File: src/rtl/nsv_pkg.sv
// ----------------------------------------------------------------------------
// NMEA sentence validator package
// Shared constants, codes, types and the hex digit decoder.
// ----------------------------------------------------------------------------
package nsv_pkg;

    localparam int MAX_SENTENCE = 128;
    localparam int TALKER_LEN   = 2;
    localparam int TYPE_LEN     = 3;
    localparam int POS_W        = $clog2(MAX_SENTENCE + 1);

    localparam int CHAR_W  = 8;
    localparam int NAME_W  = 24;
    localparam int CODE_W  = 2;
    localparam int STAT_W  = 3;
    localparam int INDEX_W = 2;

    localparam logic [CHAR_W-1:0] CH_DOLLAR = 8'd36;
    localparam logic [CHAR_W-1:0] CH_STAR   = 8'd42;
    localparam logic [CHAR_W-1:0] CH_0      = 8'd48;
    localparam logic [CHAR_W-1:0] CH_9      = 8'd57;
    localparam logic [CHAR_W-1:0] CH_LC_A   = 8'd97;
    localparam logic [CHAR_W-1:0] CH_LC_F   = 8'd102;
    localparam logic [CHAR_W-1:0] CH_UC_A   = 8'd65;
    localparam logic [CHAR_W-1:0] CH_UC_F   = 8'd70;
    localparam logic [CHAR_W-1:0] OFS_DIGIT = 8'd48;
    localparam logic [CHAR_W-1:0] OFS_LC    = 8'd87;
    localparam logic [CHAR_W-1:0] OFS_UC    = 8'd55;

    localparam logic [NAME_W-1:0] NAME_GLL = 24'h474C4C;
    localparam logic [NAME_W-1:0] NAME_GSA = 24'h475341;
    localparam logic [NAME_W-1:0] NAME_ZDA = 24'h5A4441;

    localparam logic [INDEX_W-1:0] CFG_FIRST  = 2'd0;
    localparam logic [INDEX_W-1:0] CFG_SECOND = 2'd1;
    localparam logic [INDEX_W-1:0] CFG_THIRD  = 2'd2;

    localparam logic [CODE_W-1:0] TYPE_NONE   = 2'd0;
    localparam logic [CODE_W-1:0] TYPE_FIRST  = 2'd1;
    localparam logic [CODE_W-1:0] TYPE_SECOND = 2'd2;
    localparam logic [CODE_W-1:0] TYPE_THIRD  = 2'd3;

    localparam logic [STAT_W-1:0] ST_VALID    = 3'd0;
    localparam logic [STAT_W-1:0] ST_UNKNOWN  = 3'd1;
    localparam logic [STAT_W-1:0] ST_MISMATCH = 3'd2;
    localparam logic [STAT_W-1:0] ST_BADHEX   = 3'd3;
    localparam logic [STAT_W-1:0] ST_OVERLONG = 3'd4;

    typedef enum logic [3:0] {
        PH_IDLE = 4'b0001,
        PH_BODY = 4'b0010,
        PH_HEX1 = 4'b0100,
        PH_HEX2 = 4'b1000
    } t_phase;

    typedef struct packed {
        logic [NAME_W-1:0] first;
        logic [NAME_W-1:0] second;
        logic [NAME_W-1:0] third;
    } t_type_names;

    typedef struct packed {
        logic              valid;
        logic [CODE_W-1:0] sentence_type;
        logic [STAT_W-1:0] status;
        logic [CHAR_W-1:0] checksum;
    } t_result;

    typedef struct packed {
        logic       bad;
        logic [3:0] nib;
    } t_hex;

    function automatic t_hex hex_decode(input logic [CHAR_W-1:0] ch);
        t_hex             h;
        logic [CHAR_W-1:0] d;
        d     = '0;
        h.bad = 1'b0;
        if (ch >= CH_0 && ch <= CH_9) begin
            d = ch - OFS_DIGIT;
        end else if (ch >= CH_LC_A && ch <= CH_LC_F) begin
            d = ch - OFS_LC;
        end else if (ch >= CH_UC_A && ch <= CH_UC_F) begin
            d = ch - OFS_UC;
        end else begin
            h.bad = 1'b1;
        end
        h.nib = d[3:0];
        return h;
    endfunction

endpackage

File: src/rtl/nmea_sentence_validator_core.sv
// ----------------------------------------------------------------------------
// NMEA sentence validator core
// Checks NMEA 0183 sentences character by character and reports type and
// checksum status once per sentence.
// ----------------------------------------------------------------------------
// Takes one character per clock cycle with no gaps while the result side
// keeps up: each character is registered in the input register, the parser
// forms its result combinationally as it updates its state, and any result
// lands in the output register, from which it is presented. While a result
// is held by a stalled receiver, the character in the input register waits
// and intake stops until that result is taken, whether or not the waiting
// character gives a result.
// ----------------------------------------------------------------------------
module nmea_sentence_validator_core (
    input  logic                         i_clk,
    input  logic                         i_rst_n,
    input  logic                         i_cfg_we,
    input  logic [nsv_pkg::INDEX_W-1:0]  i_cfg_index,
    input  logic [nsv_pkg::NAME_W-1:0]   i_cfg_data,
    input  logic                         i_in_valid,
    output logic                         o_in_stall,
    input  logic [nsv_pkg::CHAR_W-1:0]   i_rx_char,
    output logic                         o_out_valid,
    input  logic                         i_out_stall,
    output logic [nsv_pkg::CODE_W-1:0]   o_sentence_type,
    output logic [nsv_pkg::STAT_W-1:0]   o_status,
    output logic [nsv_pkg::CHAR_W-1:0]   o_computed_checksum
);

    nsv_pkg::t_type_names        r_names;
    logic                        r_in_valid;
    logic [nsv_pkg::CHAR_W-1:0]  r_in_char;
    logic                        r_out_valid;
    logic [nsv_pkg::CODE_W-1:0]  r_out_type;
    logic [nsv_pkg::STAT_W-1:0]  r_out_status;
    logic [nsv_pkg::CHAR_W-1:0]  r_out_sum;
    logic                        advance;
    logic                        in_accept;
    logic [nsv_pkg::NAME_W-1:0]  captured;
    logic [nsv_pkg::CODE_W-1:0]  match;
    nsv_pkg::t_result            result;

    assign advance    = r_in_valid && (!r_out_valid || !i_out_stall);
    assign o_in_stall = r_in_valid && !advance;
    assign in_accept  = i_in_valid && !o_in_stall;

    always_ff @(posedge i_clk) begin
        if (!i_rst_n) begin
            r_names.first  <= nsv_pkg::NAME_GLL;
            r_names.second <= nsv_pkg::NAME_GSA;
            r_names.third  <= nsv_pkg::NAME_ZDA;
        end else if (i_cfg_we) begin
            unique case (i_cfg_index)
                nsv_pkg::CFG_FIRST:  r_names.first  <= i_cfg_data;
                nsv_pkg::CFG_SECOND: r_names.second <= i_cfg_data;
                nsv_pkg::CFG_THIRD:  r_names.third  <= i_cfg_data;
                default: begin
                end
            endcase
        end
    end

    // hold the item until the parser takes it
    always_ff @(posedge i_clk) begin
        if (!i_rst_n) begin
            r_in_valid <= 1'b0;
        end else if (in_accept) begin
            r_in_valid <= 1'b1;
        end else if (advance) begin
            r_in_valid <= 1'b0;
        end
    end

    always_ff @(posedge i_clk) begin
        if (in_accept) begin
            r_in_char <= i_rx_char;
        end
    end

    nsv_type_match u_match (
        .i_captured (captured),
        .i_names    (r_names),
        .o_code     (match)
    );

    nsv_parser u_parser (
        .i_clk      (i_clk),
        .i_rst_n    (i_rst_n),
        .i_en       (advance),
        .i_char     (r_in_char),
        .i_match    (match),
        .o_captured (captured),
        .o_result   (result)
    );

    always_ff @(posedge i_clk) begin
        if (!i_rst_n) begin
            r_out_valid <= 1'b0;
        end else if (advance) begin
            r_out_valid <= result.valid;
        end else if (!i_out_stall) begin
            r_out_valid <= 1'b0;
        end
    end

    always_ff @(posedge i_clk) begin
        if (advance && result.valid) begin
            r_out_type   <= result.sentence_type;
            r_out_status <= result.status;
            r_out_sum    <= result.checksum;
        end
    end

    assign o_out_valid         = r_out_valid;
    assign o_sentence_type     = r_out_type;
    assign o_status            = r_out_status;
    assign o_computed_checksum = r_out_sum;

endmodule

File: src/rtl/nsv_type_match.sv
// ----------------------------------------------------------------------------
// NMEA sentence type matcher
// Compares the captured type against the three programmed names, first,
// third, then second, and returns the code of the first match.
// ----------------------------------------------------------------------------
module nsv_type_match (
    input  logic [nsv_pkg::NAME_W-1:0] i_captured,
    input  nsv_pkg::t_type_names       i_names,
    output logic [nsv_pkg::CODE_W-1:0] o_code
);

    always_comb begin
        if (i_captured == i_names.first) begin
            o_code = nsv_pkg::TYPE_FIRST;
        end else if (i_captured == i_names.third) begin
            o_code = nsv_pkg::TYPE_THIRD;
        end else if (i_captured == i_names.second) begin
            o_code = nsv_pkg::TYPE_SECOND;
        end else begin
            o_code = nsv_pkg::TYPE_NONE;
        end
    end

endmodule

File: src/rtl/nsv_parser.sv
// ----------------------------------------------------------------------------
// NMEA sentence parser
// Tracks the sentence phase, running XOR, type capture and hex checksum for
// one character per enabled cycle, and forms the result for that character.
// ----------------------------------------------------------------------------
module nsv_parser (
    input  logic                       i_clk,
    input  logic                       i_rst_n,
    input  logic                       i_en,
    input  logic [nsv_pkg::CHAR_W-1:0] i_char,
    input  logic [nsv_pkg::CODE_W-1:0] i_match,
    output logic [nsv_pkg::NAME_W-1:0] o_captured,
    output nsv_pkg::t_result           o_result
);

    nsv_pkg::t_phase             r_phase, n_phase;
    logic [nsv_pkg::POS_W-1:0]   r_pos, n_pos;
    logic [nsv_pkg::CHAR_W-1:0]  r_xor, n_xor;
    logic [nsv_pkg::NAME_W-1:0]  r_cap, n_cap;
    logic [3:0]                  r_hi, n_hi;
    logic                        r_fault, n_fault;
    nsv_pkg::t_hex               hex;
    logic                        type_known;
    logic [nsv_pkg::CHAR_W-1:0]  received;

    assign o_captured = r_cap;
    assign hex        = nsv_pkg::hex_decode(i_char);
    assign type_known = (r_pos >= nsv_pkg::POS_W'(nsv_pkg::TALKER_LEN + nsv_pkg::TYPE_LEN))
                        && (i_match != nsv_pkg::TYPE_NONE);
    assign received   = {r_hi, hex.nib};

    always_comb begin
        n_phase  = r_phase;
        n_pos    = r_pos;
        n_xor    = r_xor;
        n_cap    = r_cap;
        n_hi     = r_hi;
        n_fault  = r_fault;
        o_result = '0;
        if (i_char == nsv_pkg::CH_DOLLAR) begin
            n_phase = nsv_pkg::PH_BODY;
            n_pos   = '0;
            n_xor   = '0;
            n_cap   = '0;
            n_hi    = '0;
            n_fault = 1'b0;
        end else begin
            unique case (r_phase)
                nsv_pkg::PH_BODY: begin
                    if (i_char == nsv_pkg::CH_STAR) begin
                        n_phase = nsv_pkg::PH_HEX1;
                    end else if (r_pos >= nsv_pkg::POS_W'(nsv_pkg::MAX_SENTENCE)) begin
                        o_result.valid         = 1'b1;
                        o_result.sentence_type = nsv_pkg::TYPE_NONE;
                        o_result.status        = nsv_pkg::ST_OVERLONG;
                        o_result.checksum      = r_xor;
                        n_phase                = nsv_pkg::PH_IDLE;
                    end else begin
                        n_xor = r_xor ^ i_char;
                        if (r_pos >= nsv_pkg::POS_W'(nsv_pkg::TALKER_LEN) &&
                            r_pos < nsv_pkg::POS_W'(nsv_pkg::TALKER_LEN + nsv_pkg::TYPE_LEN)) begin
                            n_cap = {r_cap[nsv_pkg::NAME_W-nsv_pkg::CHAR_W-1:0], i_char};
                        end
                        n_pos = r_pos + 1'b1;
                    end
                end
                nsv_pkg::PH_HEX1: begin
                    n_hi    = hex.nib;
                    n_fault = hex.bad;
                    n_phase = nsv_pkg::PH_HEX2;
                end
                nsv_pkg::PH_HEX2: begin
                    n_phase           = nsv_pkg::PH_IDLE;
                    o_result.valid    = 1'b1;
                    o_result.checksum = r_xor;
                    if (!type_known) begin
                        o_result.sentence_type = nsv_pkg::TYPE_NONE;
                        o_result.status        = nsv_pkg::ST_UNKNOWN;
                    end else if (r_fault || hex.bad) begin
                        o_result.sentence_type = i_match;
                        o_result.status        = nsv_pkg::ST_BADHEX;
                    end else if (received != r_xor) begin
                        o_result.sentence_type = i_match;
                        o_result.status        = nsv_pkg::ST_MISMATCH;
                    end else begin
                        o_result.sentence_type = i_match;
                        o_result.status        = nsv_pkg::ST_VALID;
                    end
                end
                default: begin
                end
            endcase
        end
    end

    always_ff @(posedge i_clk) begin
        if (!i_rst_n) begin
            r_phase <= nsv_pkg::PH_IDLE;
            r_pos   <= '0;
            r_xor   <= '0;
            r_cap   <= '0;
            r_hi    <= '0;
            r_fault <= 1'b0;
        end else if (i_en) begin
            r_phase <= n_phase;
            r_pos   <= n_pos;
            r_xor   <= n_xor;
            r_cap   <= n_cap;
            r_hi    <= n_hi;
            r_fault <= n_fault;
        end
    end

endmodule
File: config.mk
export PLATFORM = sky130hd
export DESIGN_NAME = nmea_sentence_validator_core
export DESIGN_NICKNAME = d
export VERILOG_FILES = /design/src/rtl/nsv_pkg.sv /design/src/rtl/nmea_sentence_validator_core.sv /design/src/rtl/nsv_type_match.sv /design/src/rtl/nsv_parser.sv
export SDC_FILE = /design/constraint.sdc
export NUM_CORES = 1
export LEC_CHECK = 0
export ABC_AREA = 1
export BUFFER_PORTS_ARGS = -buffer_cell sky130_fd_sc_hd__buf_2
export CORE_UTILIZATION = 50
export DETAILED_ROUTE_END_ITERATION = 7
export PLACE_DENSITY = 0.68
export SLEW_MARGIN = 10
export SYNTH_ARGS = -nofsm -noshare
export SYNTH_HDL_FRONTEND = slang
export SYNTH_SLANG_ARGS = --single-unit
File: constraint.sdc
create_clock -name i_clk -period 6.2 [get_ports i_clk]
set_clock_uncertainty 0.2 [all_clocks]
set_input_delay 0.62 -clock i_clk [delete_from_list [all_inputs] [get_ports i_clk]]
set_output_delay 0.62 -clock i_clk [all_outputs]
set_load 0.005 [all_outputs]
==> out/results.tsv <==
stage	metric	value	unit
routing	drcViolationCount	0	
synth	yosys_warnings	0	
synth	synthMuxAreaShare	0	%
global_routing	grt_pass1_wl	25800	µm
routing	drt_iter0_markers	418	
place	io_buffer_count	53	
clock_tree	postCtsHoldBufs	0	
power_and_ir_drop	power	0.00212	W
routing	finalWirelength	15700	µm
synth	yosysTopAreaCell	dfxtp_1	
power_and_ir_drop	p_int	0.00165	W
power_and_ir_drop	switching_share	22.2	%
critical_path	worstPathArrival	2.51	ns
cells_and_area	syn_to_final_growth	13.8	%
power_and_ir_drop	powerDensity	277	nW/µm²
sta	final.min_clock_period	2.61	ns
routing	num_vias	5652	
routing	wl_per_cell	14.4	µm
clock_tree	ctsRootBufferMaster	clkbuf_16	
global_routing	grt_overflow	0	
cells_and_area	antennaDiodeCount	0	
die	rows	41	
clock_tree	cts_buffers	17	
critical_path	end_kind	register	
cells_and_area	post-route-util	59.4	%
sta	clock.fmax	383	MHz
flow_run	maxCapViolCount	0	
clock_tree	clock_latency	0.42	ns
synth	netlist_instances	870	
sta	maxSlewViolCount	0	
power_and_ir_drop	ir_drop	0.239	mV
cells_and_area	drive_gt1_share	11.4	%
global_routing	grt_max_degree	81	
sta	finalHoldViolCount	0	
cells_and_area	fin_nets	959	
power_and_ir_drop	p_comb_share	6.1	%
synth	synth_top_family_by_area	simple AND/OR/NAND/NOR gates	
synth	mappedNetlistArea	6720	µm²
place	dpl.hpwl	10900	µm
die	ioPinCount	54	
synth	synth_cell_types	33	
sta	tns	0	ns
synth	ys_seq_area_share	46.1	%
power_and_ir_drop	p_leak	3.30	nW
power_and_ir_drop	pwr-share-seq	47.1	%
sta	rsz0062_at_grt	no	
critical_path	path_max_fanout	23	
critical_path	worstPathRequired	6.10	ns
power_and_ir_drop	clockPowerShare	46.8	%
clock_tree	cts_tree	built	
routing	firstDrtPassIters	6	
global_routing	grt_pass1_vias	5188	
clock_tree	clk_pin_slew	0.06	ns
critical_path	path_class	register to register	
clock_tree	cts_setup_buffers	0	
critical_path	cp-start-kind	register	
place	gp_congestion	0.842	
synth	yosysTopAreaCellShare	36.7	%
clock_tree	htree_levels	4	
sta	final.period_utilization	42.1	%
synth	synthXorXnorAreaFrac	9.78	%
die	die_area	13900	µm²
synth	synthSimpleGateAreaFrac	26.9	%
global_routing	grt.total_usage	23.7	%
synth	synth_compound_area_share	9.33	%
synth	synth.area.top_cells	dfxtp_1 (37%), edfxtp_1 (9.4%), nand2_1 (9.0%)	
die	core	12900	µm²
global_routing	antenna_found_initial	0	
synth	syn_nets	918	
sta	setup_viol	0	
synth	synth_seq_cells	144	
clock_tree	clockBufferDepth	2	
sta	relSlewSlack	27.5	%
worst_hold_path	hp-class	input port to register	
clock_tree	postCtsResizedCells	0	
routing	viasPerCell	5.16	
synth	synthAdderAreaFrac	1.68	%
power_and_ir_drop	p_sw	0.000469	W
die	initial_core_util	52.2	%
die	die_h	118	µm
routing	drtAntennaViolNets	0	
clock_tree	cts.sinks	144	
outcome	outcome	finished clean	
die	dieWidth	118	µm
sta	tightestPinTransition	1.09	ns
synth	syn_area_per_cell	7.72	µm²
## power groups by stage
| stage | logic (W) | registers, W | clock network (W) |
|---|---|---|---|
| 3_3_place_gp | 0.000128 | 0.00102 | 0 |
| 4_1_cts | 0.000130 | 0.000996 | 0.00101 |
| 3_5_place_dp | 0.000129 | 0.00102 | 0 |
| 6_report | 0.000130 | 0.000997 | 0.000991 |
| 2_1_floorplan | 0.0000878 | 0.00101 | 0 |
| 5_1_grt | 0.000147 | 0.00100 | 0.00105 |
## layer usage
| layer | vias up | track usage, % | share of wire, % |
|---|---|---|---|
| met5 | - | 0 | 0 |
| met4 | 0 | 7.53 | 1.5 |
| met3 | 19 | 6.01 | 5.2 |
| met2 | 169 | 36.4 | 45 |
| met1 | 2575 | 32.4 | 49 |
| li1 | 2889 | - | - |
## cell usage after synthesis, drive strengths merged
master,count
nand4,15
nor4,1
edfxtp,21
inv,66
a21oi,58
nand2,165
clkbuf,27
o21a,1
xor2,48
nor2,155
o21ai,62
nand3,71
nand3b,1
o211ai,2
buf,8
xnor2,27
ha,9
dfxtp,123
nor3,10
## sequential cells by signal, summed over array words and instances, names as in the netlist
signal,flops
o_computed_checksum,8
o_sentence_type,2
r_in_valid,1
u_parser.r_fault,1
o_status,3
u_parser.r_xor,8
u_parser.r_pos,8
r_names,72
o_out_valid,1
u_parser.r_hi,4
u_parser.o_captured,24
r_in_char,8
u_parser.r_phase,4
## kinds of logic after synthesis
family,Yosys count
and+or+nand+nor,418
DFF,144
AOI/OAI and AO/OA,123
buffers and inverters,101
xor gates and xnor gates,75
adders and majority gates,9
## path summary, 6_finish.rpt
path | slack [ns] | endpoint | depth (start not counted) | startpoint
max | 3.59 | o_status[1] | 7 | r_in_char[1]
min | 0.18 | r_in_char[6] | 1 | i_rx_char[6]
max reg2reg | 3.59 | o_status[1] | 7 | r_in_char[1]
min reg2reg | 0.27 | u_parser.r_fault | 2 | u_parser.r_fault
## per-stage QoR
step | std cells | area, µm² | hold slack, ns | worst slack, ns
final | 1096 | 7640 | 0.176 | 3.59
after global routing | 1096 | 7640 | 0.157 | 3.43
after global placement | 1064 | 7060 | 0.258 | 3.63
after detailed placement | 1064 | 7060 | 0.262 | 3.58
after floorplan | 870 | 6720 | 0.240 | 3.96
after CTS | 1096 | 7640 | 0.164 | 3.58
## critical path, stage by stage (launching register included)
cell,delay (ns)
edfxtp_1,0.50
inv_1,0.18
ha_1,0.16
nand3_1,0.16
nor2_8,0.38
nor2_1,0.19
o21ai_1,0.25
inv_1,0.27
## cells in the final DEF, fill, tap and decap left out
master,instances
nor2_8,1
a21oi_2,1
dfxtp_1,123
clkinv_2,3
nand3_2,1
nand2_1,161
nor2_1,150
nand2_2,1
nand2_8,1
nor3_1,6
buf_4,4
nor2_2,1
xnor2_1,27
buf_2,53
nor3_2,4
nand3_1,70
a21oi_1,57
inv_1,60
edfxtp_1,21
o21ai_0,42
clkbuf_16,18
o211ai_1,2
clkbuf_8,5
nor4_1,1
nand2_4,2
nor2_4,3
clkbuf_1,5
nand3b_1,1
nand4_1,15
o21a_1,1
o21ai_1,20
xor2_1,48
ha_1,9
inv_2,6
bufinv_16,1
## area by class of cell
| cell class | instances | area [µm²] |
|---|---|---|
| Multi-Input combinational cell | 625 | 3210 |
| Fill cell | 1206 | 5230 |
| Sequential cell | 144 | 3090 |
| Inverter | 66 | 248 |
| Tap cell | 172 | 215 |
| Clock inverter | 4 | 45.0 |
| Clock buffer | 28 | 538 |
| Timing Repair Buffer | 57 | 295 |
Power figures use the tool's default switching activity.
